--- config.mk ---
export PLATFORM = sky130hd
export DESIGN_NAME = http_request_header_parser_core
export DESIGN_NICKNAME = d
export VERILOG_FILES = /design/src/hw/rtl/hrp_pkg.sv /design/src/hw/rtl/hrp_parser.sv /design/src/hw/rtl/http_request_header_parser_core.sv
export SDC_FILE = /design/constraint.sdc
export NUM_CORES = 1
export LEC_CHECK = 0
export ABC_CLOCK_PERIOD_IN_PS = 7300
export BUFFER_PORTS_ARGS = -buffer_cell sky130_fd_sc_hd__buf_2
export CAP_MARGIN = 20
export CORE_ASPECT_RATIO = 0.5
export CORE_MARGIN = 5
export CORE_UTILIZATION = 50
export DETAILED_ROUTE_END_ITERATION = 12
export HOLD_SLACK_MARGIN = 0.12
export PLACE_DENSITY_LB_ADDON = 0.08
export SETUP_SLACK_MARGIN = 0.3
export SLEW_MARGIN = 15
export SYNTH_ARGS = -nofsm -noshare
export SYNTH_HDL_FRONTEND = slang
export SYNTH_HIERARCHICAL = 1
export SYNTH_SLANG_ARGS = --single-unit
--- constraint.sdc ---
create_clock -name clock -period 7.3 [get_ports clock]
set_input_delay 1.095 -clock clock [delete_from_list [all_inputs] [get_ports clock]]
set_output_delay 1.095 -clock clock [all_outputs]
set_load 0.1 [all_outputs]
--- src/hw/rtl/hrp_pkg.sv ---
// Package for the HTTP request header parser: phase codes, verdict codes,
// character constants, match-pattern lookups and the result record.
// No dependencies; used by hrp_parser and the top level.
`default_nettype none

package hrp_pkg;

   localparam int COUNT_BITS_DEFAULT = 16;
   localparam logic [15:0] MAX_REQ_RESET = 16'd2048;

   // CSR map: one register, word index carried by paddr[2]
   localparam int CSR_ADDR_BITS = 3;
   localparam logic CSR_IDX_MAX_REQ = 1'b0;

   typedef enum logic [3:0] {
      PH_METHOD   = 4'd0,
      PH_SP1      = 4'd1,
      PH_PREFIX   = 4'd2,
      PH_HOST     = 4'd3,
      PH_URL      = 4'd4,
      PH_SP2      = 4'd5,
      PH_VERSION  = 4'd6,
      PH_HDR_NAME = 4'd7,
      PH_CONN_VAL = 4'd8,
      PH_LEN_VAL  = 4'd9,
      PH_SKIP     = 4'd10,
      PH_BODY     = 4'd11
   } phase_type;

   localparam logic [1:0] VERDICT_DONE = 2'd0;
   localparam logic [1:0] VERDICT_BAD  = 2'd1;
   localparam logic [1:0] VERDICT_LONG = 2'd2;

   localparam logic KIND_URL     = 1'b0;
   localparam logic KIND_VERDICT = 1'b1;

   // length-value sub-states kept in the match position
   localparam logic [3:0] LEN_LEAD   = 4'd0;
   localparam logic [3:0] LEN_DIGITS = 4'd1;
   localparam logic [3:0] LEN_DONE   = 4'd2;

   localparam logic [7:0] CH_TAB   = 8'h09;
   localparam logic [7:0] CH_LF    = 8'h0A;
   localparam logic [7:0] CH_VT    = 8'h0B;
   localparam logic [7:0] CH_FF    = 8'h0C;
   localparam logic [7:0] CH_CR    = 8'h0D;
   localparam logic [7:0] CH_SP    = 8'h20;
   localparam logic [7:0] CH_PLUS  = 8'h2B;
   localparam logic [7:0] CH_MINUS = 8'h2D;
   localparam logic [7:0] CH_SLASH = 8'h2F;
   localparam logic [7:0] CH_ZERO  = 8'h30;
   localparam logic [7:0] CH_NINE  = 8'h39;
   localparam logic [7:0] CH_UP_A  = 8'h41;
   localparam logic [7:0] CH_UP_Z  = 8'h5A;
   localparam logic [7:0] CH_LO_H  = 8'h68;

   localparam logic [3:0] LEN_GET     = 4'd3;
   localparam logic [3:0] LEN_PREFIX  = 4'd7;
   localparam logic [3:0] LEN_VERSION = 4'd8;
   localparam logic [3:0] LEN_CONN    = 4'd11;
   localparam logic [3:0] LEN_CLEN    = 4'd15;
   localparam logic [3:0] LEN_KEEP    = 4'd10;

   typedef struct packed {
      logic        valid;
      logic        kind;
      logic [7:0]  url_byte;
      logic [1:0]  verdict;
      logic        keep_alive;
      logic [31:0] body_length;
   } result_type;

   function automatic logic [7:0] to_lower(input logic [7:0] b);
      return (b >= CH_UP_A && b <= CH_UP_Z) ? b + 8'd32 : b;
   endfunction

   function automatic logic [7:0] get_char(input logic [3:0] p);
      case (p)
         4'd0: return 8'h67;   // g
         4'd1: return 8'h65;   // e
         4'd2: return 8'h74;   // t
         default: return 8'h00;
      endcase
   endfunction

   function automatic logic [7:0] prefix_char(input logic [3:0] p);
      case (p)
         4'd0: return 8'h68;   // h
         4'd1: return 8'h74;   // t
         4'd2: return 8'h74;   // t
         4'd3: return 8'h70;   // p
         4'd4: return 8'h3A;   // :
         4'd5: return 8'h2F;   // /
         4'd6: return 8'h2F;   // /
         default: return 8'h00;
      endcase
   endfunction

   function automatic logic [7:0] version_char(input logic [3:0] p);
      case (p)
         4'd0: return 8'h48;   // H
         4'd1: return 8'h54;   // T
         4'd2: return 8'h54;   // T
         4'd3: return 8'h50;   // P
         4'd4: return 8'h2F;   // /
         4'd5: return 8'h31;   // 1
         4'd6: return 8'h2E;   // .
         4'd7: return 8'h31;   // 1
         default: return 8'h00;
      endcase
   endfunction

   function automatic logic [7:0] conn_char(input logic [3:0] p);
      case (p)
         4'd0:  return 8'h63;  // c
         4'd1:  return 8'h6F;  // o
         4'd2:  return 8'h6E;  // n
         4'd3:  return 8'h6E;  // n
         4'd4:  return 8'h65;  // e
         4'd5:  return 8'h63;  // c
         4'd6:  return 8'h74;  // t
         4'd7:  return 8'h69;  // i
         4'd8:  return 8'h6F;  // o
         4'd9:  return 8'h6E;  // n
         4'd10: return 8'h3A;  // :
         default: return 8'h00;
      endcase
   endfunction

   function automatic logic [7:0] clen_char(input logic [3:0] p);
      case (p)
         4'd0:  return 8'h63;  // c
         4'd1:  return 8'h6F;  // o
         4'd2:  return 8'h6E;  // n
         4'd3:  return 8'h74;  // t
         4'd4:  return 8'h65;  // e
         4'd5:  return 8'h6E;  // n
         4'd6:  return 8'h74;  // t
         4'd7:  return 8'h2D;  // -
         4'd8:  return 8'h6C;  // l
         4'd9:  return 8'h65;  // e
         4'd10: return 8'h6E;  // n
         4'd11: return 8'h67;  // g
         4'd12: return 8'h74;  // t
         4'd13: return 8'h68;  // h
         4'd14: return 8'h3A;  // :
         default: return 8'h00;
      endcase
   endfunction

   function automatic logic [7:0] keep_char(input logic [3:0] p);
      case (p)
         4'd0: return 8'h6B;   // k
         4'd1: return 8'h65;   // e
         4'd2: return 8'h65;   // e
         4'd3: return 8'h70;   // p
         4'd4: return 8'h2D;   // -
         4'd5: return 8'h61;   // a
         4'd6: return 8'h6C;   // l
         4'd7: return 8'h69;   // i
         4'd8: return 8'h76;   // v
         4'd9: return 8'h65;   // e
         default: return 8'h00;
      endcase
   endfunction

endpackage

`default_nettype wire

--- src/hw/rtl/hrp_parser.sv ---
// Per-byte parse step: holds the parser state and produces at most one result
// (URL byte or verdict) per byte. Depends on hrp_pkg.
`default_nettype none

module hrp_parser #(
   parameter int COUNT_BITS = hrp_pkg::COUNT_BITS_DEFAULT
) (
   input  wire logic                 clock,
   input  wire logic                 reset,
   input  wire logic                 item_valid,
   input  wire logic [7:0]           item_byte,
   input  wire logic [15:0]          max_request_bytes,
   output hrp_pkg::result_type       result
);

   localparam int CMP_BITS = (COUNT_BITS > 16) ? COUNT_BITS : 16;

   hrp_pkg::phase_type     phase_ff, phase_in;
   logic [3:0]             pos_ff, pos_in;
   logic [1:0]             cand_ff, cand_in;
   logic                   vmatch_ff, vmatch_in;
   logic                   line_empty_ff, line_empty_in;
   logic                   pending_cr_ff, pending_cr_in;
   logic                   keep_ff, keep_in;
   logic [31:0]            acc_ff, acc_in;
   logic [31:0]            decl_ff, decl_in;
   logic [31:0]            body_cnt_ff, body_cnt_in;
   logic [COUNT_BITS-1:0]  req_cnt_ff, req_cnt_in;

   logic [7:0]  lc;
   logic [3:0]  vpos;
   logic        is_digit;
   logic        c_conn, c_clen;
   logic [31:0] body_next;
   logic [35:0] acc_prod;
   logic [31:0] acc_sat;
   logic        hit;
   logic [1:0]  hit_code;

   assign lc        = hrp_pkg::to_lower(item_byte);
   assign is_digit  = (item_byte >= hrp_pkg::CH_ZERO) && (item_byte <= hrp_pkg::CH_NINE);
   assign body_next = body_cnt_ff + 32'd1;
   assign vpos      = (phase_ff == hrp_pkg::PH_SP2) ? 4'd0 : pos_ff;
   assign c_conn    = cand_ff[0] && (pos_ff < hrp_pkg::LEN_CONN)
                      && (lc == hrp_pkg::conn_char(pos_ff));
   assign c_clen    = cand_ff[1] && (pos_ff < hrp_pkg::LEN_CLEN)
                      && (lc == hrp_pkg::clen_char(pos_ff));
   // acc * 10 + digit, saturating at 32 bits
   assign acc_prod  = ({4'd0, acc_ff} << 3) + ({4'd0, acc_ff} << 1)
                      + {32'd0, item_byte[3:0]};
   assign acc_sat   = (acc_prod[35:32] != 4'd0) ? 32'hFFFF_FFFF : acc_prod[31:0];

   always_comb begin
      phase_in      = phase_ff;
      pos_in        = pos_ff;
      cand_in       = cand_ff;
      vmatch_in     = vmatch_ff;
      line_empty_in = line_empty_ff;
      pending_cr_in = pending_cr_ff;
      keep_in       = keep_ff;
      acc_in        = acc_ff;
      decl_in       = decl_ff;
      body_cnt_in   = body_cnt_ff;
      req_cnt_in    = req_cnt_ff;
      hit           = 1'b0;
      hit_code      = hrp_pkg::VERDICT_DONE;
      result        = '0;

      if (item_valid) begin
         if (CMP_BITS'(req_cnt_ff) >= CMP_BITS'(max_request_bytes)) begin
            hit      = 1'b1;
            hit_code = hrp_pkg::VERDICT_LONG;
         end else begin
            if (req_cnt_ff != '1) req_cnt_in = COUNT_BITS'(req_cnt_ff + 1'b1);

            if (phase_ff == hrp_pkg::PH_BODY) begin
               body_cnt_in = body_next;
               if (body_next >= decl_ff) hit = 1'b1;
            end else if (pending_cr_ff) begin
               pending_cr_in = 1'b0;
               if (item_byte != hrp_pkg::CH_LF) begin
                  hit      = 1'b1;
                  hit_code = hrp_pkg::VERDICT_BAD;
               end else begin
                  // line end: default is a fresh header line
                  phase_in      = hrp_pkg::PH_HDR_NAME;
                  pos_in        = 4'd0;
                  cand_in       = 2'b11;
                  vmatch_in     = 1'b1;
                  line_empty_in = 1'b1;
                  case (phase_ff)
                     hrp_pkg::PH_VERSION: begin
                        if (pos_ff != hrp_pkg::LEN_VERSION) begin
                           hit      = 1'b1;
                           hit_code = hrp_pkg::VERDICT_BAD;
                        end
                     end
                     hrp_pkg::PH_HDR_NAME: begin
                        if (line_empty_ff) begin
                           if (decl_ff == 32'd0) begin
                              hit = 1'b1;
                           end else begin
                              phase_in    = hrp_pkg::PH_BODY;
                              pos_in      = pos_ff;
                              cand_in     = cand_ff;
                              vmatch_in   = vmatch_ff;
                              line_empty_in = line_empty_ff;
                              body_cnt_in = 32'd0;
                           end
                        end
                     end
                     hrp_pkg::PH_CONN_VAL: begin
                        if (vmatch_ff && pos_ff == hrp_pkg::LEN_KEEP) keep_in = 1'b1;
                     end
                     hrp_pkg::PH_LEN_VAL: begin
                        decl_in = vmatch_ff ? acc_ff : 32'd0;
                     end
                     hrp_pkg::PH_SKIP: begin
                     end
                     default: begin
                        hit      = 1'b1;
                        hit_code = hrp_pkg::VERDICT_BAD;
                     end
                  endcase
               end
            end else if (item_byte == hrp_pkg::CH_CR) begin
               pending_cr_in = 1'b1;
            end else if (item_byte == hrp_pkg::CH_LF) begin
               hit      = 1'b1;
               hit_code = hrp_pkg::VERDICT_BAD;
            end else begin
               case (phase_ff)
                  hrp_pkg::PH_METHOD: begin
                     if (item_byte == hrp_pkg::CH_SP) begin
                        if (pos_ff != hrp_pkg::LEN_GET) begin
                           hit      = 1'b1;
                           hit_code = hrp_pkg::VERDICT_BAD;
                        end else begin
                           phase_in = hrp_pkg::PH_SP1;
                        end
                     end else if (pos_ff < hrp_pkg::LEN_GET
                                  && lc == hrp_pkg::get_char(pos_ff)) begin
                        pos_in = pos_ff + 4'd1;
                     end else begin
                        hit      = 1'b1;
                        hit_code = hrp_pkg::VERDICT_BAD;
                     end
                  end
                  hrp_pkg::PH_SP1: begin
                     if (item_byte == hrp_pkg::CH_SLASH) begin
                        phase_in        = hrp_pkg::PH_URL;
                        result.valid    = 1'b1;
                        result.url_byte = item_byte;
                     end else if (lc == hrp_pkg::CH_LO_H) begin
                        phase_in = hrp_pkg::PH_PREFIX;
                        pos_in   = 4'd1;
                     end else if (item_byte != hrp_pkg::CH_SP) begin
                        hit      = 1'b1;
                        hit_code = hrp_pkg::VERDICT_BAD;
                     end
                  end
                  hrp_pkg::PH_PREFIX: begin
                     if (pos_ff < hrp_pkg::LEN_PREFIX
                         && lc == hrp_pkg::prefix_char(pos_ff)) begin
                        pos_in = pos_ff + 4'd1;
                        if (pos_ff + 4'd1 == hrp_pkg::LEN_PREFIX) phase_in = hrp_pkg::PH_HOST;
                     end else begin
                        hit      = 1'b1;
                        hit_code = hrp_pkg::VERDICT_BAD;
                     end
                  end
                  hrp_pkg::PH_HOST: begin
                     if (item_byte == hrp_pkg::CH_SLASH) begin
                        phase_in        = hrp_pkg::PH_URL;
                        result.valid    = 1'b1;
                        result.url_byte = item_byte;
                     end
                  end
                  hrp_pkg::PH_URL: begin
                     if (item_byte == hrp_pkg::CH_SP) begin
                        phase_in = hrp_pkg::PH_SP2;
                     end else begin
                        result.valid    = 1'b1;
                        result.url_byte = item_byte;
                     end
                  end
                  hrp_pkg::PH_SP2, hrp_pkg::PH_VERSION: begin
                     if (!(phase_ff == hrp_pkg::PH_SP2 && item_byte == hrp_pkg::CH_SP)) begin
                        phase_in = hrp_pkg::PH_VERSION;
                        if (vpos < hrp_pkg::LEN_VERSION
                            && item_byte == hrp_pkg::version_char(vpos)) begin
                           pos_in = vpos + 4'd1;
                        end else begin
                           hit      = 1'b1;
                           hit_code = hrp_pkg::VERDICT_BAD;
                        end
                     end
                  end
                  hrp_pkg::PH_HDR_NAME: begin
                     line_empty_in = 1'b0;
                     cand_in       = {c_clen, c_conn};
                     if (!c_conn && !c_clen) begin
                        phase_in = hrp_pkg::PH_SKIP;
                     end else begin
                        pos_in = pos_ff + 4'd1;
                        if (c_conn && pos_ff + 4'd1 == hrp_pkg::LEN_CONN) begin
                           phase_in  = hrp_pkg::PH_CONN_VAL;
                           pos_in    = 4'd0;
                           vmatch_in = 1'b1;
                        end else if (c_clen && pos_ff + 4'd1 == hrp_pkg::LEN_CLEN) begin
                           phase_in  = hrp_pkg::PH_LEN_VAL;
                           pos_in    = 4'd0;
                           vmatch_in = 1'b1;
                           acc_in    = 32'd0;
                        end
                     end
                  end
                  hrp_pkg::PH_CONN_VAL: begin
                     if (!(pos_ff == 4'd0 && vmatch_ff && item_byte == hrp_pkg::CH_SP)) begin
                        if (vmatch_ff && pos_ff < hrp_pkg::LEN_KEEP
                            && lc == hrp_pkg::keep_char(pos_ff)) begin
                           pos_in = pos_ff + 4'd1;
                        end else begin
                           vmatch_in = 1'b0;
                        end
                     end
                  end
                  hrp_pkg::PH_LEN_VAL: begin
                     if (pos_ff == hrp_pkg::LEN_LEAD) begin
                        if (item_byte == hrp_pkg::CH_SP || item_byte == hrp_pkg::CH_TAB
                            || item_byte == hrp_pkg::CH_VT || item_byte == hrp_pkg::CH_FF) begin
                           pos_in = pos_ff;
                        end else if (item_byte == hrp_pkg::CH_MINUS) begin
                           vmatch_in = 1'b0;
                           pos_in    = hrp_pkg::LEN_DIGITS;
                        end else if (item_byte == hrp_pkg::CH_PLUS) begin
                           pos_in = hrp_pkg::LEN_DIGITS;
                        end else if (!is_digit) begin
                           pos_in = hrp_pkg::LEN_DONE;
                        end else begin
                           pos_in = hrp_pkg::LEN_DIGITS;
                           acc_in = acc_sat;
                        end
                     end else if (pos_ff == hrp_pkg::LEN_DIGITS) begin
                        if (is_digit) acc_in = acc_sat;
                        else          pos_in = hrp_pkg::LEN_DONE;
                     end
                  end
                  hrp_pkg::PH_SKIP: begin
                  end
                  default: begin
                     hit      = 1'b1;
                     hit_code = hrp_pkg::VERDICT_BAD;
                  end
               endcase
            end
         end

         if (hit) begin
            result.valid       = 1'b1;
            result.kind        = hrp_pkg::KIND_VERDICT;
            result.url_byte    = 8'd0;
            result.verdict     = hit_code;
            result.keep_alive  = keep_ff;
            result.body_length = decl_ff;
            // restart for the next request
            phase_in      = hrp_pkg::PH_METHOD;
            pos_in        = 4'd0;
            cand_in       = 2'b11;
            vmatch_in     = 1'b1;
            line_empty_in = 1'b1;
            pending_cr_in = 1'b0;
            keep_in       = 1'b0;
            acc_in        = 32'd0;
            decl_in       = 32'd0;
            body_cnt_in   = 32'd0;
            req_cnt_in    = '0;
         end
      end
   end

   always_ff @(posedge clock) begin
      if (reset) begin
         phase_ff      <= hrp_pkg::PH_METHOD;
         pos_ff        <= 4'd0;
         cand_ff       <= 2'b11;
         vmatch_ff     <= 1'b1;
         line_empty_ff <= 1'b1;
         pending_cr_ff <= 1'b0;
         keep_ff       <= 1'b0;
         acc_ff        <= 32'd0;
         decl_ff       <= 32'd0;
         body_cnt_ff   <= 32'd0;
         req_cnt_ff    <= '0;
      end else begin
         phase_ff      <= phase_in;
         pos_ff        <= pos_in;
         cand_ff       <= cand_in;
         vmatch_ff     <= vmatch_in;
         line_empty_ff <= line_empty_in;
         pending_cr_ff <= pending_cr_in;
         keep_ff       <= keep_in;
         acc_ff        <= acc_in;
         decl_ff       <= decl_in;
         body_cnt_ff   <= body_cnt_in;
         req_cnt_ff    <= req_cnt_in;
      end
   end

   a_body_phase_has_length: assert property (@(posedge clock) disable iff (reset)
      phase_ff == hrp_pkg::PH_BODY |-> decl_ff != 32'd0)
      else $error("body phase entered with zero declared length");

   a_verdict_restarts: assert property (@(posedge clock) disable iff (reset)
      item_valid && result.kind == hrp_pkg::KIND_VERDICT
      |=> phase_ff == hrp_pkg::PH_METHOD && req_cnt_ff == '0 && !keep_ff)
      else $error("parser state not restarted after verdict");

   a_cr_then_step: assert property (@(posedge clock) disable iff (reset)
      pending_cr_ff && item_valid |=> !pending_cr_ff)
      else $error("pending CR survived the next byte");

endmodule

`default_nettype wire

--- src/hw/rtl/http_request_header_parser_core.sv ---
// HTTP request header parser top level: input register, CSR port, parse step
// and result register. Depends on hrp_pkg and hrp_parser.
//
// Usage:
//   req_* carries one received byte per transaction (valid/stall). rsp_* returns
//   zero or one result per byte: a URL byte (result_kind 0) or the final verdict
//   for the request (result_kind 1: done, bad, or too long), with keep_alive and
//   body_length. csr_* is an APB-style port holding max_request_bytes at
//   address 0 (reset 2048); write it only while no bytes are in flight.
//   A byte passes through the input register and then the result register
//   to reach rsp_*. Throughput: one byte per cycle while rsp_stall is low;
//   the input register, the parse step and the result register each hold one
//   byte or result. Reset clears the parser to the start of a request and
//   empties both registers. When rsp_stall is high and a result is held, the
//   input register keeps its byte and req_stall rises; nothing is dropped.
`default_nettype none

module http_request_header_parser_core #(
   parameter int COUNT_BITS = hrp_pkg::COUNT_BITS_DEFAULT
) (
   input  wire logic                               clock,
   input  wire logic                               reset,

   input  wire logic                               req_valid,
   output logic                                    req_stall,
   input  wire logic [7:0]                         req_data_byte,

   output logic                                    rsp_valid,
   input  wire logic                               rsp_stall,
   output logic                                    rsp_result_kind,
   output logic [7:0]                              rsp_url_byte,
   output logic [1:0]                              rsp_verdict,
   output logic                                    rsp_keep_alive,
   output logic [31:0]                             rsp_body_length,

   input  wire logic                               csr_psel,
   input  wire logic                               csr_penable,
   input  wire logic                               csr_pwrite,
   input  wire logic [hrp_pkg::CSR_ADDR_BITS-1:0]  csr_paddr,
   input  wire logic [31:0]                        csr_pwdata,
   output logic [31:0]                             csr_prdata,
   output logic                                    csr_pready
);

   logic                 in_valid_ff, in_valid_in;
   logic [7:0]           in_byte_ff;
   logic [15:0]          max_req_ff;
   logic                 out_free;
   logic                 req_accept;
   logic                 csr_hit;
   hrp_pkg::result_type  step_result;
   hrp_pkg::result_type  out_ff;

   // ---- CSR ----
   assign csr_pready = 1'b1;
   assign csr_hit    = csr_paddr[2] == hrp_pkg::CSR_IDX_MAX_REQ;
   assign csr_prdata = csr_hit ? {16'd0, max_req_ff} : 32'd0;

   always_ff @(posedge clock) begin
      if (reset) begin
         max_req_ff <= hrp_pkg::MAX_REQ_RESET;
      end else if (csr_psel && csr_penable && csr_pwrite && csr_pready && csr_hit) begin
         max_req_ff <= csr_pwdata[15:0];
      end
   end

   // ---- input register ----
   assign out_free    = !out_ff.valid || !rsp_stall;
   assign req_stall   = in_valid_ff && !out_free;
   assign req_accept  = req_valid && !req_stall;
   assign in_valid_in = req_accept ? 1'b1 : (out_free ? 1'b0 : in_valid_ff);

   always_ff @(posedge clock) begin
      if (reset) begin
         in_valid_ff <= 1'b0;
      end else begin
         in_valid_ff <= in_valid_in;
      end
   end

   always_ff @(posedge clock) begin
      if (req_accept) in_byte_ff <= req_data_byte;
   end

   // ---- parse step ----
   hrp_parser #(
      .COUNT_BITS (COUNT_BITS)
   ) u_parser (
      .clock             (clock),
      .reset             (reset),
      .item_valid        (in_valid_ff && out_free),
      .item_byte         (in_byte_ff),
      .max_request_bytes (max_req_ff),
      .result            (step_result)
   );

   // ---- result register ----
   always_ff @(posedge clock) begin
      if (reset) begin
         out_ff <= '0;
      end else if (out_free) begin
         out_ff <= step_result;
      end
   end

   assign rsp_valid       = out_ff.valid;
   assign rsp_result_kind = out_ff.kind;
   assign rsp_url_byte    = out_ff.url_byte;
   assign rsp_verdict     = out_ff.verdict;
   assign rsp_keep_alive  = out_ff.keep_alive;
   assign rsp_body_length = out_ff.body_length;

   a_stall_needs_item: assert property (@(posedge clock) disable iff (reset)
      req_stall |-> in_valid_ff)
      else $error("input stalled with an empty input register");

   a_held_item_kept: assert property (@(posedge clock) disable iff (reset)
      in_valid_ff && !out_free |=> in_valid_ff && $stable(in_byte_ff))
      else $error("held byte lost while result side stalled");

   a_url_fields_clear: assert property (@(posedge clock) disable iff (reset)
      rsp_valid && rsp_result_kind == hrp_pkg::KIND_URL
      |-> rsp_verdict == hrp_pkg::VERDICT_DONE && !rsp_keep_alive && rsp_body_length == 32'd0)
      else $error("URL result carries verdict fields");

   a_verdict_fields: assert property (@(posedge clock) disable iff (reset)
      rsp_valid && rsp_result_kind == hrp_pkg::KIND_VERDICT
      |-> rsp_url_byte == 8'd0 && rsp_verdict != 2'd3)
      else $error("verdict result malformed");

endmodule

`default_nettype wire
==> summary.txt <==
Status
  • Status: complete, no violations

Timing
  • Worst clock skew: roughly 0.013 ns
  • Final hold violation count: 0
  • Final worst slack: 1.090 ns
  • Endpoints failing setup: 0
  • Rel. slew slack: approximately 34%
  • Final Critical Period: 6.210 ns
  • Slew @ Worst Pin: 0.9856 ns
  • Period utilization: 85.07%
  • Fin Setup TNS: 0 ns
  • Fmax: 161.0 MHz
  • RSZ-0062 raised after global routing: false
  • Max Slew Vio Count: 0

Worst setup path
  • Crit path max-delay family: simple AND/OR/NAND/NOR gates
  • Total buffers and inverters traversed by the critical path: 2
  • Crit path launch type: flop
  • Critical path peak fanout: 11
  • Most frequent CP cell: and3_1
  • Crit path DAT: 6.63 ns
  • Critical Path End Type: flop
  • Critical path required time: 7.72 ns
  • Critical path type: flop to flop
  • Max incr delay on CP: approximately 0.53 ns
  • Max stage delay cell, worst path: or3_1
  • CP cell instances: ha_1 -> and3_1 -> nand4_1 -> or3_1 -> nor2_1 -> and3_1 -> and3_1 -> nand3_1 -> xnor2_1 -> ha_1 -> a21o_1 -> a2111oi_1 -> nand4_1 -> nand2_1 -> o21bai_1 -> buf_4 -> nor3_1 -> o21bai_1 -> buf_4 -> nor2_1 -> a221o_1

Global routing
  • Number of global-route vias before repair: ~12000
  • Total gr overflow: 0
  • First-pass GRT wire length: 66.71 mm
  • Antenna violations before repair: 0
  • Global-route usage over all layers: ~23%
  • Largest net degree at the start of global routing: slightly above 90

Hold path
  • Hold Crit Class: flop to flop

Clock network
  • Sink Count: around 220
  • Maximum buffer depth of the clock tree: 3
  • TritonCTS clock tree: yes
  • Hold-fix buffers at CTS: 0
  • CTS clock-pin slew for the worst setup and hold paths: 0.06 ns
  • TritonCTS Buffers: 22
  • Post-CTS sizing: 0
  • Worst skew pair latency: between 0.5 and 0.6 ns
  • Clk root buf: clkbuf_16
  • Setup bufs post-CTS: 0
  • CTS H-tree lvls: 1

Logic synthesis
  • Async SR Flop Fraction: 0%
  • Yosys warns: 6
  • Avg Inst Size Synth: between 8 and 9 um^2
  • Largest cells by area after synthesis: dfxtp_1 (27%), ha_1 (10%), a21oi_1 (6.0%), xnor2_1 (3.8%), nand3_1 (3.7%)
  • Leading area contributor after synthesis: dfxtp_1
  • Share of the synthesized area in the top cell type: 27.11%
  • Register bit total from synthesis: 216
  • Top-count cell post-synth: dfxtp_1
  • Seq/Total Area, Yosys: 28.67%
  • Dominant synthesized flop cell: dfxtp_1
  • Commonest cells in the netlist: dfxtp_1 (208), a21oi_1 (183), ha_1 (128)
  • Number of synthesized flops with an enable pin: 8
  • Netlist cell types: 93
  • Mapped Area: roughly 0.015 mm^2
  • Syn Inst Count: 1896

Finish
  • Area occupied by registers: 0.004405 mm^2
  • Post-layout net count: 2095
  • Layout cells sized above 1: 13.31%
  • Inserted Diodes: 0
  • Area Growth Syn to Fin: 9.301%
  • Fillers: 2918
  • Area of the multi-input gates: 0.01001 mm^2
  • Finished Core Util: a little under three fifths

Power
  • Pwr Density: 164.1 mW/mm^2
  • Part of the power in registers: 44.1%
  • Maximum vdd drop: 0.1374 mV
  • Switching share of power: about 27%
  • Comb pwr share: around a tenth
  • Leak pwr: 0.006879 uW
  • Clock power share: 46.6%
  • Cell Int Power: slightly above 2000 uW
  • Net switching power: between 700 and 800 uW

Placement
  • # port buffers: 93
  • Pre-CTS setup slack: 1.059 ns
  • GP Congestion: around 0.96
  • Post-DP HPWL: 30.23 mm

Floorplan
  • Core area: 0.03029 mm^2
  • Cell Rows: 45
  • Area of the die: 0.03454 mm^2
  • Io pins: 129
  • Die X: 257.9 um
  • Die Height: between 100 and 150 um
  • Initial Utilization: 50.71%

Job
  • MaxCap Viol Count: 0

Routing
  • DR pass1 iterations: 5
  • Routed len/inst: 18.09 um
  • Final WL: 42.15 mm
  • Vias per cell: 5.855
  • Routed Antenna Nets: 0
  • DRC viols: 0
  • Detailed Route Iter0 Violations: 959
  • DR vias: 13642
[placed cells by master, fill, tap and decap left out, types with 14 or more instances in the layout]
cell / count
nand4_1: 22
buf_2: 92
ha_1: 128
clkbuf_16: 22
nand3_1: 115
nand2b_1: 49
nor2b_1: 33
nor3b_1: 22
a21o_1: 31
a221o_1: 21
dfxtp_1: 207
nand3b_1: 20
and3_1: 14
xor2_1: 32
o21ai_0: 55
a311oi_1: 15
conb_1: 17
nand2_1: 110
inv_1: 87
mux2i_1: 30
nor2_1: 122
o21a_1: 14
nor3_1: 54
nor4_1: 53
a21oi_1: 182
and2_1: 15
buf_4: 31
xnor2_1: 66
a21bo_2: 44
[kinds of logic after synthesis]
logic type	Yosys count	share of synthesized area, %
and+or+nand+nor	699	24.52
AOI/OAI and AO/OA	482	21.49
buffers and inverters	235	6.711
DFF	216	28.67
adders and majority gates	130	10.69
xor gates and xnor gates	98	5.587
muxes	34	2.289
other	2	0.04889
[registers in the layout, summed over array words and instances (netlist names), named ones only]
name	cells
u_parser/vmatch_ff	1
rsp_body_length	32
rsp_result_kind	1
rsp_keep_alive	1
u_parser/pos_ff	4
u_parser/req_cnt_ff	16
u_parser/keep_ff	1
u_parser/acc_ff	32
max_req_ff	16
in_byte_ff	8
u_parser/line_empty_ff	1
rsp_verdict	2
u_parser/phase_ff	4
u_parser/decl_ff	32
rsp_valid	1
rsp_url_byte	8
in_valid_ff	1
u_parser/pending_cr_ff	1
u_parser/body_cnt_ff	32
u_parser/cand_ff	2
[routing by layer]
layer  track usage (%)  part of all wire (%)  routed length [um]  vias up
met5                 0                     0                   0        -
met4             5.154                   1.9                 811        0
met3             3.217                   4.7                1970       50
met2             36.36                    44               18440      296
met1             33.86                    50               20920     6430
li1                  -                     -                   -     6866
[metrics by stage]
stage	hold WS (ns)	cell area, um^2	instances	power [uW]
after floorplan	0.4437	15420	1911	1442
after global placement	0.4508	15960	2288	1493
after detailed placement	0.4575	15970	2289	1496
after CTS	0.4683	16780	2329	2789
after global routing	0.4924	16790	2330	2858
final	0.4678	16790	2330	2756
[path summary, 6_finish.rpt]
| path | from | end | slack (ns) | cells past startpoint |
|---|---|---|---|---|
| hold / removal | rsp_verdict[1] | rsp_verdict[1] | 0.47 | 2 |
| hold reg to reg | rsp_verdict[1] | rsp_verdict[1] | 0.47 | 2 |
| setup reg to reg | u_parser/body_cnt_ff[0] | flop | 1.09 | 21 |
| setup / recovery | u_parser/body_cnt_ff[0] | flop | 1.09 | 21 |
[power groups by stage]
stage	registers (uW)	clock network [uW]	logic [uW]
2_1_floorplan	1240	0	206
3_3_place_gp	1240	0	252
3_5_place_dp	1240	0	254
4_1_cts	1210	1320	256
5_1_grt	1210	1370	277
6_report	1210	1290	256
[worst register-to-register path: stages, from the launching register on]
cell,delay (ns)
dfxtp_1,0.41
ha_1,0.26
and3_1,0.28
nand4_1,0.21
or3_1,0.53
nor2_1,0.33
and3_1,0.29
and3_1,0.25
nand3_1,0.14
xnor2_1,0.16
ha_1,0.29
a21o_1,0.16
a2111oi_1,0.53
nand4_1,0.26
nand2_1,0.20
o21bai_1,0.23
buf_4,0.25
nor3_1,0.23
o21bai_1,0.39
buf_4,0.30
nor2_1,0.07
a221o_1,0.33
[cell type report]
type	instances	share of cell area [%]
Multi-Input combinational cell	1460	59.59
Sequential cell	216	26.24
Timing Repair Buffer	126	4.344
Clock buffer	23	3.361
Tap cell	399	2.973
Inverter	89	2.004
Clock inverter	17	1.490
Power figures use the tool's default switching activity.
